### src/assert_macros.svh
// ----------------------------------------------------------------------------
// Assertion macros
// Shared concurrent assertion forms for the resampler RTL.
// ----------------------------------------------------------------------------
`ifndef ASSERT_MACROS_SVH
`define ASSERT_MACROS_SVH

// Same-cycle implication, disabled while reset is asserted.
`define ASSERT_IMPL(label, clk, rst_n, ante, cons) \
    label: assert property (@(posedge clk) disable iff (!rst_n) (ante) |-> (cons)) \
        else $error("Same-cycle implication check failed.");

// Next-cycle implication, disabled while reset is asserted.
`define ASSERT_NEXT(label, clk, rst_n, ante, cons) \
    label: assert property (@(posedge clk) disable iff (!rst_n) (ante) |=> (cons)) \
        else $error("Next-cycle implication check failed.");

`endif

### src/slr_pkg.sv
// ----------------------------------------------------------------------------
// slr_pkg
// Types and fixed constants of the stereo linear resampler.
// ----------------------------------------------------------------------------
package slr_pkg;

    localparam int MAX_RESULTS   = 64;
    localparam int CNT_BITS      = $clog2(MAX_RESULTS);
    localparam int INT_BITS      = 4;
    localparam int CFG_ADDR_BITS = 1;

    localparam logic [CFG_ADDR_BITS-1:0] REG_TARGET_RATE = 1'b0;
    localparam logic [CFG_ADDR_BITS-1:0] REG_RATE_STEP   = 1'b1;

    typedef enum logic [3:0] {
        ST_IDLE  = 4'b0001,
        ST_MUL_L = 4'b0010,
        ST_MUL_R = 4'b0100,
        ST_EMIT  = 4'b1000
    } state_t;

endpackage

### src/slr_if.sv
// ----------------------------------------------------------------------------
// slr_if
// Valid/ready channels for source frames and resampled output frames.
// ----------------------------------------------------------------------------
interface slr_in_if #(
    parameter int SAMPLE_BITS = 16
);
    logic                          valid;
    logic                          ready;
    logic signed [SAMPLE_BITS-1:0] in_left;
    logic signed [SAMPLE_BITS-1:0] in_right;

    modport source (output valid, output in_left, output in_right, input ready);
    modport sink   (input valid, input in_left, input in_right, output ready);
endinterface

interface slr_out_if #(
    parameter int SAMPLE_BITS = 16
);
    logic                          valid;
    logic                          ready;
    logic signed [SAMPLE_BITS-1:0] out_left;
    logic signed [SAMPLE_BITS-1:0] out_right;
    logic                          last_of_run;

    modport source (output valid, output out_left, output out_right,
                    output last_of_run, input ready);
    modport sink   (input valid, input out_left, input out_right,
                    input last_of_run, output ready);
endinterface

### src/slr_interp_unit.sv
// ----------------------------------------------------------------------------
// slr_interp_unit
// Shared interpolation datapath: one registered multiply, then rounding add.
// ----------------------------------------------------------------------------
module slr_interp_unit #(
    parameter int SAMPLE_BITS = 16,
    parameter int FRAC_BITS   = 16
) (
    input  logic                          clk,
    input  logic                          load,
    input  logic signed [SAMPLE_BITS-1:0] lo,
    input  logic signed [SAMPLE_BITS-1:0] hi,
    input  logic        [FRAC_BITS-1:0]   frac,
    output logic signed [SAMPLE_BITS-1:0] result
);

    localparam int DiffW = SAMPLE_BITS + 1;
    localparam int ProdW = FRAC_BITS + 1 + DiffW;
    localparam int SumW  = SAMPLE_BITS + FRAC_BITS + 2;

    logic signed [DiffW-1:0] diff;
    logic signed [ProdW-1:0] prod;
    logic signed [ProdW-1:0] prod_reg;
    logic signed [SAMPLE_BITS-1:0] lo_reg;
    logic signed [SumW-1:0]  sum;

    assign diff = DiffW'(hi) - DiffW'(lo);
    assign prod = $signed({1'b0, frac}) * diff;

    always_ff @(posedge clk)
    begin
        if (load)
        begin
            prod_reg <= prod;
            lo_reg   <= lo;
        end
    end

    // The rounded value always lies between lo and hi, so truncation is exact.
    assign sum = (SumW'(lo_reg) <<< FRAC_BITS) + SumW'(prod_reg)
                 + (SumW'(1) <<< (FRAC_BITS - 1));
    assign result = sum[FRAC_BITS +: SAMPLE_BITS];

endmodule

### src/stereo_linear_resampler.sv
// A source frame transfer holds off new input until the block has emitted its n frames (0..64).
// Each output frame passes MUL_L, MUL_R and EMIT; EMIT waits while the output is stalled.
// The single shared multiplier serves left, right, then the rounding step in those states.
// An input that emits no frame leaves the block ready again on the next cycle.
// Reset clears the window to zero, the position to 2.0, rate and target to 1.0, step to 0.
// ----------------------------------------------------------------------------
// stereo_linear_resampler
// Linear-interpolation sample rate converter for stereo PCM with rate ramping.
// ----------------------------------------------------------------------------
`include "assert_macros.svh"

module stereo_linear_resampler #(
    parameter int SAMPLE_BITS = 16,
    parameter int FRAC_BITS   = 16
) (
    input  logic                                      clk,
    input  logic                                      rst_n,
    input  logic                                      cfg_we,
    input  logic [slr_pkg::CFG_ADDR_BITS-1:0]         cfg_addr,
    input  logic [FRAC_BITS+slr_pkg::INT_BITS-1:0]    cfg_data,
    slr_in_if.sink                                    in_ch,
    slr_out_if.source                                 out_ch
);

    localparam int PosW = FRAC_BITS + slr_pkg::INT_BITS;
    localparam logic [PosW-1:0] One      = PosW'(1) << FRAC_BITS;
    localparam logic [PosW-1:0] RateMin  = One >> 6;
    localparam logic [PosW-1:0] RateMax  = One << 3;
    localparam logic [PosW-1:0] PosReset = One << 1;
    localparam logic [slr_pkg::CNT_BITS-1:0] CntLast =
        slr_pkg::CNT_BITS'(slr_pkg::MAX_RESULTS - 1);

    slr_pkg::state_t state_reg, state_next;

    logic signed [SAMPLE_BITS-1:0] lower_left_reg, lower_right_reg;
    logic signed [SAMPLE_BITS-1:0] upper_left_reg, upper_right_reg;
    logic signed [SAMPLE_BITS-1:0] left_hold_reg;
    logic [PosW-1:0]               pos_reg, pos_next;
    logic [PosW-1:0]               rate_reg, rate_next;
    logic [PosW-1:0]               target_reg, step_reg;
    logic [slr_pkg::CNT_BITS-1:0]  cnt_reg, cnt_next;

    logic                          out_valid_reg;
    logic signed [SAMPLE_BITS-1:0] out_left_reg, out_right_reg;
    logic                          out_last_reg;

    logic                          in_xfer;
    logic                          emit_load;
    logic                          last;
    logic [PosW-1:0]               pos_dec;
    logic [PosW-1:0]               pos_sum;
    logic [PosW-1:0]               tgt;
    logic                          unit_load;
    logic signed [SAMPLE_BITS-1:0] unit_lo, unit_hi, unit_result;

    assign in_ch.ready        = (state_reg == slr_pkg::ST_IDLE);
    assign in_xfer            = in_ch.valid && in_ch.ready;
    assign out_ch.valid       = out_valid_reg;
    assign out_ch.out_left    = out_left_reg;
    assign out_ch.out_right   = out_right_reg;
    assign out_ch.last_of_run = out_last_reg;

    assign emit_load = (state_reg == slr_pkg::ST_EMIT) && (!out_valid_reg || out_ch.ready);
    assign pos_dec   = (pos_reg >= One) ? (pos_reg - One) : '0;
    assign pos_sum   = pos_reg + rate_reg;
    assign last      = (pos_sum >= One) || (cnt_reg == CntLast);
    assign tgt       = (target_reg < RateMin) ? RateMin :
                       (target_reg > RateMax) ? RateMax : target_reg;

    assign unit_load = (state_reg == slr_pkg::ST_MUL_L) || (state_reg == slr_pkg::ST_MUL_R);
    assign unit_lo   = (state_reg == slr_pkg::ST_MUL_R) ? lower_right_reg : lower_left_reg;
    assign unit_hi   = (state_reg == slr_pkg::ST_MUL_R) ? upper_right_reg : upper_left_reg;

    slr_interp_unit #(
        .SAMPLE_BITS (SAMPLE_BITS),
        .FRAC_BITS   (FRAC_BITS)
    ) u_interp (
        .clk    (clk),
        .load   (unit_load),
        .lo     (unit_lo),
        .hi     (unit_hi),
        .frac   (pos_reg[FRAC_BITS-1:0]),
        .result (unit_result)
    );

    always_comb
    begin
        if (step_reg == '0)
        begin
            rate_next = tgt;
        end
        else if (rate_reg < tgt)
        begin
            rate_next = ((tgt - rate_reg) <= step_reg) ? tgt : (rate_reg + step_reg);
        end
        else if (rate_reg > tgt)
        begin
            rate_next = ((rate_reg - tgt) <= step_reg) ? tgt : (rate_reg - step_reg);
        end
        else
        begin
            rate_next = rate_reg;
        end
    end

    always_comb
    begin
        state_next = state_reg;
        pos_next   = pos_reg;
        cnt_next   = cnt_reg;
        case (state_reg)
            slr_pkg::ST_IDLE:
            begin
                if (in_xfer)
                begin
                    pos_next = pos_dec;
                    cnt_next = '0;
                    if (pos_dec < One)
                    begin
                        state_next = slr_pkg::ST_MUL_L;
                    end
                end
            end
            slr_pkg::ST_MUL_L:
            begin
                state_next = slr_pkg::ST_MUL_R;
            end
            slr_pkg::ST_MUL_R:
            begin
                state_next = slr_pkg::ST_EMIT;
            end
            slr_pkg::ST_EMIT:
            begin
                if (emit_load)
                begin
                    pos_next   = pos_sum;
                    cnt_next   = cnt_reg + 1'b1;
                    state_next = last ? slr_pkg::ST_IDLE : slr_pkg::ST_MUL_L;
                end
            end
            default:
            begin
                state_next = slr_pkg::ST_IDLE;
            end
        endcase
    end

    always_ff @(posedge clk or negedge rst_n)
    begin
        if (!rst_n)
        begin
            state_reg       <= slr_pkg::ST_IDLE;
            pos_reg         <= PosReset;
            rate_reg        <= One;
            target_reg      <= One;
            step_reg        <= '0;
            cnt_reg         <= '0;
            lower_left_reg  <= '0;
            lower_right_reg <= '0;
            upper_left_reg  <= '0;
            upper_right_reg <= '0;
            out_valid_reg   <= 1'b0;
        end
        else
        begin
            state_reg <= state_next;
            pos_reg   <= pos_next;
            cnt_reg   <= cnt_next;

            if (cfg_we)
            begin
                case (cfg_addr)
                    slr_pkg::REG_TARGET_RATE: target_reg <= cfg_data;
                    slr_pkg::REG_RATE_STEP:   step_reg   <= cfg_data;
                    default:                  step_reg   <= step_reg;
                endcase
            end

            if (in_xfer)
            begin
                lower_left_reg  <= upper_left_reg;
                lower_right_reg <= upper_right_reg;
                upper_left_reg  <= in_ch.in_left;
                upper_right_reg <= in_ch.in_right;
            end

            if (emit_load)
            begin
                rate_reg      <= rate_next;
                out_valid_reg <= 1'b1;
            end
            else if (out_ch.ready)
            begin
                out_valid_reg <= 1'b0;
            end
        end
    end

    always_ff @(posedge clk)
    begin
        if (state_reg == slr_pkg::ST_MUL_R)
        begin
            left_hold_reg <= unit_result;
        end
        if (emit_load)
        begin
            out_left_reg  <= left_hold_reg;
            out_right_reg <= unit_result;
            out_last_reg  <= last;
        end
    end

    `ASSERT_IMPL(a_rate_in_range, clk, rst_n, 1'b1, (rate_reg >= RateMin) && (rate_reg <= RateMax))
    `ASSERT_IMPL(a_idle_pos_whole, clk, rst_n, state_reg == slr_pkg::ST_IDLE, pos_reg >= One)
    `ASSERT_NEXT(a_last_ends_run, clk, rst_n, emit_load && last, (state_reg == slr_pkg::ST_IDLE) && out_valid_reg && out_last_reg)

endmodule

### src/flat_wrapper.sv
// flat-port wrapper written by rule: the top's interface ports become plain ports
module stereo_linear_resampler_flat 
#(
    parameter int SAMPLE_BITS = 16,
    parameter int FRAC_BITS   = 16
)
  (clk, rst_n, cfg_we, cfg_addr, cfg_data, in_ch_valid, in_ch_in_left, in_ch_in_right, in_ch_ready, out_ch_valid, out_ch_out_left, out_ch_out_right, out_ch_last_of_run, out_ch_ready);
  slr_in_if #(.SAMPLE_BITS(SAMPLE_BITS)) in_ch_i ();
  slr_out_if #(.SAMPLE_BITS(SAMPLE_BITS)) out_ch_i ();
  input  logic clk;
  input  logic rst_n;
  input  logic cfg_we;
  input  logic [slr_pkg::CFG_ADDR_BITS-1:0] cfg_addr;
  input  logic [FRAC_BITS+slr_pkg::INT_BITS-1:0] cfg_data;
  input wire logic [$bits(in_ch_i.valid)-1:0] in_ch_valid;
  input wire logic [$bits(in_ch_i.in_left)-1:0] in_ch_in_left;
  input wire logic [$bits(in_ch_i.in_right)-1:0] in_ch_in_right;
  output wire logic [$bits(in_ch_i.ready)-1:0] in_ch_ready;
  output wire logic [$bits(out_ch_i.valid)-1:0] out_ch_valid;
  output wire logic [$bits(out_ch_i.out_left)-1:0] out_ch_out_left;
  output wire logic [$bits(out_ch_i.out_right)-1:0] out_ch_out_right;
  output wire logic [$bits(out_ch_i.last_of_run)-1:0] out_ch_last_of_run;
  input wire logic [$bits(out_ch_i.ready)-1:0] out_ch_ready;
  assign in_ch_i.valid = in_ch_valid;
  assign in_ch_i.in_left = in_ch_in_left;
  assign in_ch_i.in_right = in_ch_in_right;
  assign in_ch_ready = in_ch_i.ready;
  assign out_ch_valid = out_ch_i.valid;
  assign out_ch_out_left = out_ch_i.out_left;
  assign out_ch_out_right = out_ch_i.out_right;
  assign out_ch_last_of_run = out_ch_i.last_of_run;
  assign out_ch_i.ready = out_ch_ready;
  stereo_linear_resampler #(.SAMPLE_BITS(SAMPLE_BITS), .FRAC_BITS(FRAC_BITS)) u_core (.clk(clk), .rst_n(rst_n), .cfg_we(cfg_we), .cfg_addr(cfg_addr), .cfg_data(cfg_data), .in_ch(in_ch_i), .out_ch(out_ch_i));
endmodule
### config.mk
export PLATFORM = sky130hd
export DESIGN_NAME = stereo_linear_resampler_flat
export DESIGN_NICKNAME = d
export VERILOG_FILES = /design/src/slr_pkg.sv /design/src/slr_if.sv /design/src/slr_interp_unit.sv /design/src/stereo_linear_resampler.sv /design/src/flat_wrapper.sv
export VERILOG_INCLUDE_DIRS = /design/src /design/src/src
export SDC_FILE = /design/constraint.sdc
export NUM_CORES = 1
export LEC_CHECK = 0
export BUFFER_PORTS_ARGS = -buffer_cell sky130_fd_sc_hd__buf_2
export CORE_MARGIN = 4
export CORE_UTILIZATION = 25
export CTS_CLUSTER_DIAMETER = 80
export CTS_CLUSTER_SIZE = 12
export DETAILED_ROUTE_END_ITERATION = 8
export REMOVE_ABC_BUFFERS = 1
export SYNTH_ARGS = -nofsm -noshare
export SYNTH_HDL_FRONTEND = slang
export SYNTH_SLANG_ARGS = --single-unit
### constraint.sdc
create_clock -name clk -period 10.2 [get_ports clk]
set_input_delay 0.51 -clock clk [delete_from_list [all_inputs] [get_ports clk]]
set_output_delay 0.51 -clock clk [all_outputs]
set_load 0.03 [all_outputs]
Yosys cells after proc, flatten, opt, wreduce, memory -nomap -nowiden:

Index checks and enable logic that the tools add are counted.

* output and inout port bits: 35
* bits in latches: 0
* bits in writable memories: 0
* flip-flop bits (word level): 252
* memories: 0
* word-level logic and storage cells: 84
* memory bits (read-only): 0
* input bits: 58

* eq/ne operators: 8
* order comparisons: 9
* $add $sub $neg: 10
* shift-type cells: 0
* div/mod/pow operators: 0
* multiplexer cells: 23
* reduce and logical (&&, ||, !) cells: 15
* bitwise operators: 1
* multiply operators: 1

Operator list (number)
* $mux W20: 10
* $sub A20 B20 Y20: 3
* $add A20 B20 Y20: 2
* $ge A20 B17 Y1 const B: 2
* $le A20 B20 Y1: 2
* $pmux W20 S2: 1
* $add A32 B17 Y32 const B: 1
* $add A32 B32 Y32: 1
* $mul A17 B17 Y32: 1
* $mux W16: 2
* $gt A20 B20 Y1: 1
* $gt A20 B20 Y1 const B: 1
* $logic_not A20 Y1: 1
* $lt A20 B11 Y1 const B: 1
* $lt A20 B17 Y1 const B: 1
* $lt A20 B20 Y1: 1
* $sub A20 B17 Y20 const B: 1
* $sub A16 B16 Y17: 1
* $pmux W4 S4: 1
* $mux W4: 3
* $mux W6: 2
* $pmux W6 S2: 1
* $add A6 B1 Y6 const B: 1
* $eq A6 B6 Y1 const B: 1
* 16 further kinds: 25

Depth between registers and ports, before layout:

Gate-level depths: netlist of run 1.

* word-level depth: 9
* gate-level depth with buffers: 40
* mapped depth without buffers: 37

Cells and area by module:

A second synthesis of run 1 with hierarchy kept.

* cells, all modules: 2784
* area total of the unflattened synthesis: 25371.8 um2

Modules (own cells, without submodules)
* stereo_linear_resampler: area each 14264.9 um2, seq. area each 5355.1 um2, times used 1, cells each 1564
* slr_interp_unit: area each 11106.9 um2, seq. area each 991.0 um2, times used 1, cells each 1220

Worst setup path after synthesis of run 1:

OpenSTA, ideal clock, no wires.

* path kind: reg2reg
* start point: register u_core.state_reg[1]
* end point: register u_core.u_interp.prod_reg[26] (data pin)
* stages on the path, launching flop included: 36
* period minus slack after synthesis: 9.691 ns
* arrival time: 9.434 ns
* buffers on the path: 3
* library setup time: 0.258 ns
* path slack: 0.509 ns
* data required time: 9.942 ns
* cell sequence: dfrtp_1 nor4b_1 clkbuf_1 clkbuf_1 mux2i_1 ha_1 nor2b_1 o21ai_0 a21boi_0 o21ai_0 a21boi_0 o21ai_0 a21boi_0 o311ai_1 buf_2 nand2_1 fa_1 fa_1 inv_1 fa_1 fa_1 fa_1 inv_1 fa_1 inv_1 ha_1 a211oi_1 nand2_1 a21o_1 or3_1 o211ai_1 nand2_1 or2_2 and2_1 nor2_1 xnor2_1

* word-level cells in the longest chain between the ends: 4
* elaborated cells on any way between the ends: 5
* classes of those cells: 1 x add/sub; 1 x mul; 1 x eq/ne; 2 x mux

Ends and longest elaborated chain
* start: declaration: line stereo_linear_resampler.sv:33 `slr_pkg::state_t state_reg, state_next;`
* start signal: assignment: line stereo_linear_resampler.sv:152 `state_reg <= slr_pkg::ST_IDLE;`
* start signal: assignment: line stereo_linear_resampler.sv:166 `state_reg <= state_next;`
* $eq A4 B3 Y1 *: line stereo_linear_resampler.sv:71, stereo_linear_resampler.sv:72
* $mux W16, on equally long branches: line stereo_linear_resampler.sv:72, stereo_linear_resampler.sv:71
* $sub A16 B16 Y17 *: line slr_interp_unit.sv:27 `assign diff = DiffW'(hi) - DiffW'(lo);`
* $mul A17 B17 Y32 *: line slr_interp_unit.sv:28 `assign prod = $signed({1'b0, frac}) * diff;`
* net u_core.u_interp.prod[26]: line slr_interp_unit.sv:22 `logic signed [ProdW-1:0] prod;`
* end signal: assignment: line slr_interp_unit.sv:34 `prod_reg <= prod;`
* end: declaration: line slr_interp_unit.sv:23 `logic signed [ProdW-1:0] prod_reg;`

Mark *: on every way through the listed nets, which the timed path passes. The rest lies on a longest branch.
A chain may end at the register's enable or synchronous reset.

Final worst setup path of run 1:

* start point: register u_core.state_reg[1]
* end point: register u_core.u_interp.prod_reg[29] (data pin)

Same word-level chain as after synthesis.

==> key figures, run 1 <==
Run status
  – Status: completed

Finish
  – Share of cells above drive strength 1: 0.1236
  – Area occupied by multi-input gates: 16,880 sq um
  – # nets final: 3,270
  – Register area: 6346 sq um
  – Filler cells: 10,460
  – Area growth, synth to finish: 11.10%

Worst setup path
  – CP top delay family: adder cells
  – Cell repeated most along the worst path: fa_1
  – Setup CP Type: flop to flop
  – Critical Path End Type: flop
  – Crit-path slowest cell: fa_1
  – CP arrival: 9.93 ns
  – Critical path buffers and inverters: 5
  – WP data required: 10.51 ns
  – CP max FO: 19
  – CP max stage delay: 0.59 ns
  – Setup crit start kind: flop

Route
  – Vias per cell: 4.614
  – Top sig layer: met5
  – Met3 WL: 2355 um
  – Drt drc: 0
  – Post-route ant nets: 0
  – Via count: 18,570
  – WL met1: 30,280 um
  – Initial drt markers: 1,158
  – DRT Wirelength: 64,560 um
  – DR pass1 iterations: 7
  – Routed wire per std cell: 16.04 um
  – Met2 Routed Length: 30,780 um

Yosys
  – Ys flop type: dfrtp_1
  – Unique masters post-synth: 82
  – Post-synthesis cell area: 25,100 sq um
  – Post-synth top area share: 0.1715
  – Post-Syn Instances: 2,665
  – Post-synthesis async set-or-reset flop share: 0.6540
  – Syn avg cell area: 9.418 sq um
  – Adder-Cell Fraction of Synth Area: 0.3121
  – Yosys top cell by area: fa_1
  – Synth Area in Compound Gates: 0.1154
  – Main combinational cell family by area after synthesis: adder cells
  – Synthesized flop and latch total: 237
  – Post-synth EDFFs: 82
  – Seq/Total Area, Yosys: 0.2528
  – Ranking of synthesized cells by area: fa_1, dfrtp_1, ha_1, edfxtp_1, inv_1
  – Ys Warns: 0
  – XOR/XNOR share of the synthesized area: 0.03106
  – Mux share of post-synthesis cell area: 0.06899
  – Simple-gate portion of the synthesized area: 0.1429

STA
  – Fin crit share: 0.9431
  – Max Clk Rate: 104.0 MHz
  – Slew Viols, Final: 0
  – Setup TNS Final: 0 ns
  – Setup violators final: 0
  – RSZ-0062 raised after global routing: no
  – Fin. Hold Viols: 0
  – Minimum clock period: 9.620 ns
  – Clock Skew: 0.01562 ns
  – Least-Margin Pin Slew: 1.107 ns
  – Headroom to the max-slew limit: 0.2602

CTS
  – Worst skew pair latency: 0.56 ns
  – CTS Sinks: 237
  – Reg clk slew, reported paths: 0.06 ns
  – CTS max path bufs: 3
  – Clk root buf: clkbuf_16
  – H-Tree Depth: 1
  – CTS tree: built
  – Post-CTS Setup Inserts: 0
  – Number of CTS-inserted buffers: 26

Power
  – Internal power: 0.004388 W
  – Combinational Power Share: 0.710
  – Clock group share of total power: 0.103
  – Total Power: 0.008810 W
  – Switching Share: 0.5019
  – Sequential share of power: 0.187
  – Leak: 13.05 nW
  – Max VDD drop: 251.9 uV
  – Net Switching: 0.004422 W
  – Power per cell area: 315.9 nW/um^2

Global route
  – Largest net degree at the start of global routing: 70
  – Initial antenna violation count: 14
  – Vias in the first global route: 18,950
  – First-pass GRT wire length: 104,900 um
  – Gr usage total: 0.1216
  – GR Overflow Total: 0

Place
  – IO Port Bufs: 92
  – Post-DP HPWL: 51,370 um
  – Global placement routability congestion: 0.9058

Floorplan
  – IO Pins: 93
  – Die width: 324.9 um
  – # rows: 115
  – Starting Density: 0.2535
  – Core ar.: 98,990 sq um
  – Die Ht: 324.9 um
  – Die area: 105,500 sq um

Flow run
  – Max Cap Violations: 0

Worst hold path
  – HP Class: primary input to flop
-- power by group through the flow --
stage          registers (W)  logic (W)  clock network (W)
3_5_place_dp         0.00167    0.00623                  0
2_1_floorplan        0.00155    0.00443                  0
6_report             0.00165    0.00626           0.000906
4_1_cts              0.00165    0.00628           0.000938
3_3_place_gp         0.00166    0.00617                  0
5_1_grt              0.00168    0.00710           0.000976
-- cell usage after synthesis, drive strengths merged (21+ instances only) --
master and instances:
nand2 254, clkbuf 84, nand4 24, edfxtp 82, nand2b 42, o21bai 22, nor3 37, xnor2 68
buf 23, nor2 157, a21o 30, o21ai 100, a21oi 124, mux2 128, nand3 23, inv 394
mux2i 29, fa 215, dfrtp 151, nor2b 37, xor2 21, ha 282, and2 100
-- layout by cell type (no fill, tap or decap), types with 89 or more instances in the layout --
cell	n
a21oi_1	123
and2_1	99
buf_2	91
dfrtp_1	151
fa_1	215
ha_1	282
inv_1	394
mux2_2	128
nand2_1	254
nor2_1	155
o21ai_0	89
-- metal layers --
metal,global-route usage,up-vias
met5,0,-
met3,0.01414,67
met4,0.02539,6
li1,-,9020
met1,0.1685,9167
met2,0.2046,314
-- worst paths after layout --
kind,from,endpoint,slack [ns],cells past startpoint
setup / recovery,u_core.state_reg[1],u_core.u_interp.prod_reg[29],0.58,34
hold reg to reg,u_core.left_hold_reg[9],u_core.out_ch.out_left[9],0.42,0
setup reg to reg,u_core.state_reg[1],u_core.u_interp.prod_reg[29],0.58,34
min in group asynchronous,rst_n,u_core.upper_right_reg[2],0.43,2
max in group asynchronous,rst_n,u_core.target_reg[13],7.85,4
hold / removal,in_ch_in_left[14],u_core.upper_left_reg[14],0.18,2
-- cells by family after synthesis --
| family | Yosys count |
|---|---|
| AO/OA/AOI/OAI | 442 |
| XOR/XNOR | 89 |
| adder cells (fa/ha/maj) | 497 |
| buffers and inverters | 502 |
| flip-flops | 237 |
| multiplexers | 157 |
| AND/OR/NAND/NOR | 741 |
-- layout make-up --
cell class / count / area share
antenna: 4 / 0.0003590
clock buffer: 43 / 0.02670
clock inverter: 5 / 0.001929
inverter: 395 / 0.05317
multi-input combinational: 1926 / 0.6053
sequential: 237 / 0.2276
tap: 1287 / 0.05775
timing repair buffer: 129 / 0.02724
-- through the flow --
| stage | util | area (sq um) | setup slack [ns] | hold WS, ns | cells |
|---|---|---|---|---|---|
| after CTS | 0.2814 | 27860 | 0.5092 | 0.1527 | 4022 |
| after floorplan | - | 24650 | -5.068 | 0.2144 | 2558 |
| after global placement | 0.2732 | 27050 | 0.7182 | 0.4027 | 3973 |
| after detailed placement | 0.2732 | 27050 | 0.5652 | 0.4045 | 3973 |
| final | 0.2817 | 27890 | 0.5802 | 0.1814 | 4026 |
| after global routing | 0.2816 | 27880 | 0.02598 | 0.1550 | 4023 |
-- timing repair --
| item | in CTS | in global routing |
|---|---|---|
| endpoints found under the setup margin | 0 | 3 |
| gates resized for setup | 0 | 3 |
| hold endpoints to repair | 39 | 0 |
| hold buffers | 1 | 0 |
Power figures use the tool's default switching activity.
==> run 2: changes to the inputs <==
--- a/config.mk
+++ b/config.mk
@@ -12,7 +12,6 @@
 export CTS_CLUSTER_DIAMETER = 80
 export CTS_CLUSTER_SIZE = 12
 export DETAILED_ROUTE_END_ITERATION = 8
-export REMOVE_ABC_BUFFERS = 1
 export SYNTH_ARGS = -nofsm -noshare
 export SYNTH_HDL_FRONTEND = slang
 export SYNTH_SLANG_ARGS = --single-unit
==> key figures, run 2 (synthesis results as in run 1) <==
Worst setup path
  – Critical path buffers and inverters: 6
  – Worst Reg-to-Reg Cells: 32
  – Reg2Reg Capture Point: u_core.u_interp.prod_reg[29]
  – CP top delay family: adder cells
  – Cell repeated most along the worst path: fa_1
  – Setup CP Type: flop to flop
  – FF-to-FF setup slack: 0.71 ns
  – WP data required: 10.54 ns
  – Setup crit start kind: flop
  – CP arrival: 9.82 ns
  – Crit-path slowest cell: fa_1
  – CP max stage delay: 0.54 ns
  – Critical Path End Type: flop
  – Worst R2R Start: u_core.state_reg[1]
  – CP max FO: 39

Route
  – DRT Wirelength: 66,030 um
  – Routed wire per std cell: 16.41 um
  – DR pass1 iterations: 5
  – Via count: 18,860
  – Drt drc: 0
  – Vias per cell: 4.687
  – Initial drt markers: 1,399
  – Post-route ant nets: 0

Place
  – IO Port Bufs: 92
  – Setup WS pre-CTS: 0.3723 ns
  – Global placement routability congestion: 0.8864
  – Post-DP HPWL: 51,310 um

Global route
  – Vias in the first global route: 19,170
  – Largest net degree at the start of global routing: 86
  – First-pass GRT wire length: 107,500 um
  – Gr usage total: 0.1253
  – GR Overflow Total: 0
  – Initial antenna violation count: 3

CTS
  – CTS tree: built
  – Reg clk slew, reported paths: 0.07 ns
  – Worst skew pair latency: 0.59 ns
  – CTS Sinks: 237
  – Number of CTS-inserted buffers: 26
  – CTS max path bufs: 3
  – Clk root buf: clkbuf_16
  – H-Tree Depth: 1

Floorplan
  – IO Pins: 93
  – Die Ht: 324.9 um
  – # rows: 115
  – Die area: 105,500 sq um
  – Core ar.: 98,990 sq um
  – Die width: 324.9 um
  – Starting Density: 0.2535

STA
  – Setup WS post-layout: 0.7137 ns
  – Fin. Hold Viols: 0
  – Headroom to the max-slew limit: 0.2442
  – Hold WS: 0.1537 ns
  – Slew Viols, Final: 0
  – Setup violators final: 0
  – Least-Margin Pin Slew: 1.130 ns
  – Minimum clock period: 9.486 ns
  – RSZ-0062 raised after global routing: no
  – Setup TNS Final: 0 ns
  – Clock Skew: 0.02133 ns
  – Max Clk Rate: 105.4 MHz
  – Fin crit share: 0.9300

Yosys
  – Net Count, Synth: 3,220

Finish
  – Commonest cells after routing, fill and taps aside: inv_1, ha_1, nand2_1, fa_1, nor2_1
  – # nets final: 3,273
  – Area growth, synth to finish: 11.15%
  – Share of cells above drive strength 1: 0.1235
  – Most common cell after layout, fill and taps aside: inv_1
  – Antenna Cells: 0

Worst hold path
  – Hold path depth: 2
  – HP Start: in_ch_in_left[0]
  – HP Class: primary input to flop
  – Worst Hold Path EP: u_core.upper_left_reg[0]

Run status
  – Status: completed

Flow run
  – Max Cap Violations: 0

Power
  – Max VDD drop: 300.7 uV
  – Power per cell area: 324.3 nW/um^2
  – Total Power: 0.009046 W
  – Leak: 13.06 nW
run 2: final cells by class:
type / count / area, sq um
Fill cell: 10460 / 71100
Multi-Input combinational cell: 1926 / 16880
Sequential cell: 237 / 6346
Tap cell: 1287 / 1610
Inverter: 395 / 1483
Timing Repair Buffer: 132 / 769.5
Clock buffer: 40 / 713.2
Clock inverter: 6 / 97.59
run 2: power by group:
group / switching [W] / internal (W)
Sequential: 0.000269 / 0.00138
Clock: 0.000426 / 0.000514
Combinational: 0.00391 / 0.00255
Total: 0.00461 / 0.00444
run 2: how the worst max path moves through the flow:
stage,endpoint,start,cells after the start,slack (ns)
global placement,u_core.u_interp.prod_reg[29],u_core.state_reg[1],31,0.52
detailed placement,u_core.u_interp.prod_reg[29],u_core.state_reg[1],33,0.37
finish,u_core.u_interp.prod_reg[29],u_core.state_reg[1],32,0.71
CTS,u_core.u_interp.prod_reg[29],u_core.state_reg[1],33,0.29
floorplan,u_core.u_interp.prod_reg[26],u_core.state_reg[1],35,0.51
global route,u_core.u_interp.prod_reg[29],u_core.state_reg[1],34,0.02
run 2: worst reg2reg max path: cells and delay by family, from the launching register on:
family,cells,cell delay (ns)
fa+ha+maj,8,3.64
compound gates,11,2.65
simple gates,5,1.05
buf+inv,6,0.95
flops,1,0.42
mux,1,0.40
xor+xnor,1,0.10
run 2: timing repair:
action                                 CTS  global route
endpoints found under the hold margin    5             0
setup buffers                            0             1
resized for setup                        0             3
hold buffers                             1             0
setup endpoints to repair                0             8
run 2: per-stage QoR:
step / cell area [sq um] / utilization / std cells
after global placement: 27050 / 0.2733 / 3975
after floorplan: 25100 / - / 2665
after CTS: 27870 / 0.2815 / 4022
after global routing: 27900 / 0.2818 / 4023
after detailed placement: 27050 / 0.2733 / 3975
final: 27900 / 0.2818 / 4023
run 2: metal layers:
| layer | track usage | wire, um | up-vias |
|---|---|---|---|
| li1 | - | - | 8992 |
| met1 | 0.1802 | 31830 | 9370 |
| met2 | 0.2041 | 29680 | 434 |
| met3 | 0.01889 | 3605 | 59 |
| met4 | 0.01696 | 903 | 0 |
| met5 | 0 | 0 | - |
==> run 3: changes to the inputs <==
--- a/config.mk
+++ b/config.mk
@@ -12,6 +12,8 @@
 export CTS_CLUSTER_DIAMETER = 80
 export CTS_CLUSTER_SIZE = 12
 export DETAILED_ROUTE_END_ITERATION = 8
+export HOLD_SLACK_MARGIN = 0.12
 export SYNTH_ARGS = -nofsm -noshare
 export SYNTH_HDL_FRONTEND = slang
 export SYNTH_SLANG_ARGS = --single-unit
+export TNS_END_PERCENT = 20
==> constraint.sdc (replaced) <==
create_clock -name clk -period 10.2 [get_ports clk]
set_input_delay 1.02 -clock clk [delete_from_list [all_inputs] [get_ports clk]]
set_output_delay 1.02 -clock clk [all_outputs]
set_load 0.03 [all_outputs]
==> key figures, run 3 (synthesis results as in run 1) <==
Run status
  – Status: completed

Power
  – Sequential share of power: 0.183
  – Power per cell area: 323.2 nW/um^2
  – Net Switching: 0.004598 W
  – Max VDD drop: 231.0 uV
  – Switching Share: 0.5113
  – Combinational Power Share: 0.717
  – Internal power: 0.004394 W
  – Leak: 13.03 nW
  – Clock group share of total power: 0.099

Place
  – Global placement routability congestion: 0.8920
  – Placed instance count: 3,975
  – IO Port Bufs: 92
  – Setup WS pre-CTS: 0.4098 ns
  – Post-DP HPWL: 51,830 um

Route
  – Vias per cell: 4.673
  – DRT Wirelength: 66,340 um
  – Routed wire per std cell: 16.50 um
  – Drt drc: 0
  – Post-route ant nets: 0
  – Initial drt markers: 1,141
  – Via count: 18,790
  – DR pass1 iterations: 5

CTS
  – Number of CTS-inserted buffers: 25
  – CTS Sinks: 237
  – Reg clk slew, reported paths: 0.07 ns
  – Clk root buf: clkbuf_16
  – Hold-fix buffers, CTS: 0
  – CTS tree: built
  – H-Tree Depth: 1
  – Worst skew pair latency: 0.59 ns
  – CTS max path bufs: 3

Floorplan
  – IO Pins: 93
  – # rows: 115
  – Starting Density: 0.2535
  – Die area: 105,500 sq um
  – Die width: 324.9 um
  – Die Ht: 324.9 um
  – Core ar.: 98,990 sq um

STA
  – Setup WS post-layout: 0.7097 ns
  – Setup violators final: 0
  – Max Clk Rate: 105.4 MHz
  – Fin crit share: 0.9304
  – Setup TNS Final: 0 ns
  – Least-Margin Pin Slew: 1.151 ns
  – Minimum clock period: 9.490 ns
  – Fin. Hold Viols: 0
  – RSZ-0062 raised after global routing: no
  – Headroom to the max-slew limit: 0.2303
  – Clock Skew: 0.01879 ns
  – Slew Viols, Final: 0

Worst setup path
  – Setup CP Type: flop to flop
  – Cell repeated most along the worst path: fa_1
  – CP max stage delay: 0.55 ns
  – CP arrival: 9.82 ns
  – WP data required: 10.53 ns
  – CP max FO: 39
  – Setup crit start kind: flop
  – Crit-path slowest cell: fa_1
  – Critical Path End Type: flop

Global route
  – Initial antenna violation count: 3
  – First-pass GRT wire length: 106,200 um
  – Largest net degree at the start of global routing: 69
  – Vias in the first global route: 19,000
  – Gr usage total: 0.1243
  – GR Overflow Total: 0

Worst hold path
  – HP Class: primary input to asynchronous set/reset pin

Finish
  – Commonest cells after routing, fill and taps aside: inv_1, ha_1, nand2_1, fa_1, nor2_1
  – Most common cell after layout, fill and taps aside: inv_1
  – Antenna Cells: 0
  – # nets final: 3,271
  – Fin util: 0.2811
  – Area growth, synth to finish: 10.86%
  – Filler cells: 10,520
  – Share of cells above drive strength 1: 0.1229
  – Final Non-Filler Cells: 4,020

Flow run
  – Max Cap Violations: 0

Yosys
  – Net Count, Synth: 3,220
[run 3: path summary, 6_finish.rpt]
check / from / cells past startpoint / end / slack [ns]
hold / removal: rst_n / 1 / u_core.lower_right_reg[11] / 0.31
min in group clk: u_core.left_hold_reg[6] / 0 / u_core.out_ch.out_left[6] / 0.41
setup / recovery: u_core.state_reg[1] / 32 / u_core.u_interp.prod_reg[29] / 0.71
hold reg to reg: u_core.left_hold_reg[6] / 0 / u_core.out_ch.out_left[6] / 0.41
max in group asynchronous: rst_n / 3 / u_core.target_reg[13] / 7.88
setup reg to reg: u_core.state_reg[1] / 32 / u_core.u_interp.prod_reg[29] / 0.71
[run 3: routing by layer]
| layer | vias to the layer above | GRT usage | part of all wire |
|---|---|---|---|
| met5 | - | 0 | 0 |
| met4 | 0 | 0.02200 | 0.017 |
| met3 | 67 | 0.01883 | 0.055 |
| met2 | 431 | 0.2004 | 0.45 |
| met1 | 9290 | 0.1783 | 0.48 |
| li1 | 8999 | - | - |
[run 3: worst max-delay path: cells and delay by family (launching register included)]
family                   cells  cell delay [ns]
adder cells (fa/ha/maj)      8             3.63
AO/OA/AOI/OAI               11             2.65
AND/OR/NAND/NOR              5             1.09
buffers and inverters        6             0.94
flip-flops                   1             0.41
multiplexers                 1             0.40
XOR/XNOR                     1             0.09
[run 3: power groups by stage]
stage / Combinational (W) / Clock [W] / Sequential, W
finish: 0.00645 / 0.000893 / 0.00165
global route: 0.00724 / 0.000965 / 0.00168
CTS: 0.00642 / 0.000926 / 0.00165
detailed placement: 0.00634 / 0 / 0.00166
global placement: 0.00631 / 0 / 0.00166
floorplan: 0.00457 / 0 / 0.00153
[run 3: layout make-up]
cell class,instances,area [sq um],share of cell area
timing repair buffer,131,759.5,0.02729
sequential,237,6346,0.2281
clock inverter,5,50.05,0.001799
multi-input combinational,1926,16880,0.6065
clock buffer,39,699.4,0.02514
inverter,395,1483,0.05328
tap,1287,1610,0.05787
[run 3: through the flow]
stage | instance area [sq um] | power [W] | hold WS (ns)
after floorplan | 25100 | 0.006100 | 0.4003
after global placement | 27050 | 0.007974 | 0.4032
after detailed placement | 27050 | 0.008009 | 0.4071
after CTS | 27800 | 0.008999 | 0.2829
after global routing | 27830 | 0.009881 | 0.2971
final | 27830 | 0.008992 | 0.3071
[run 3: what timing repair did]
item	in CTS	in global routing
setup endpoints to repair	0	6
hold endpoints to repair	0	0
buffers inserted	0	1
gates resized for setup	0	2
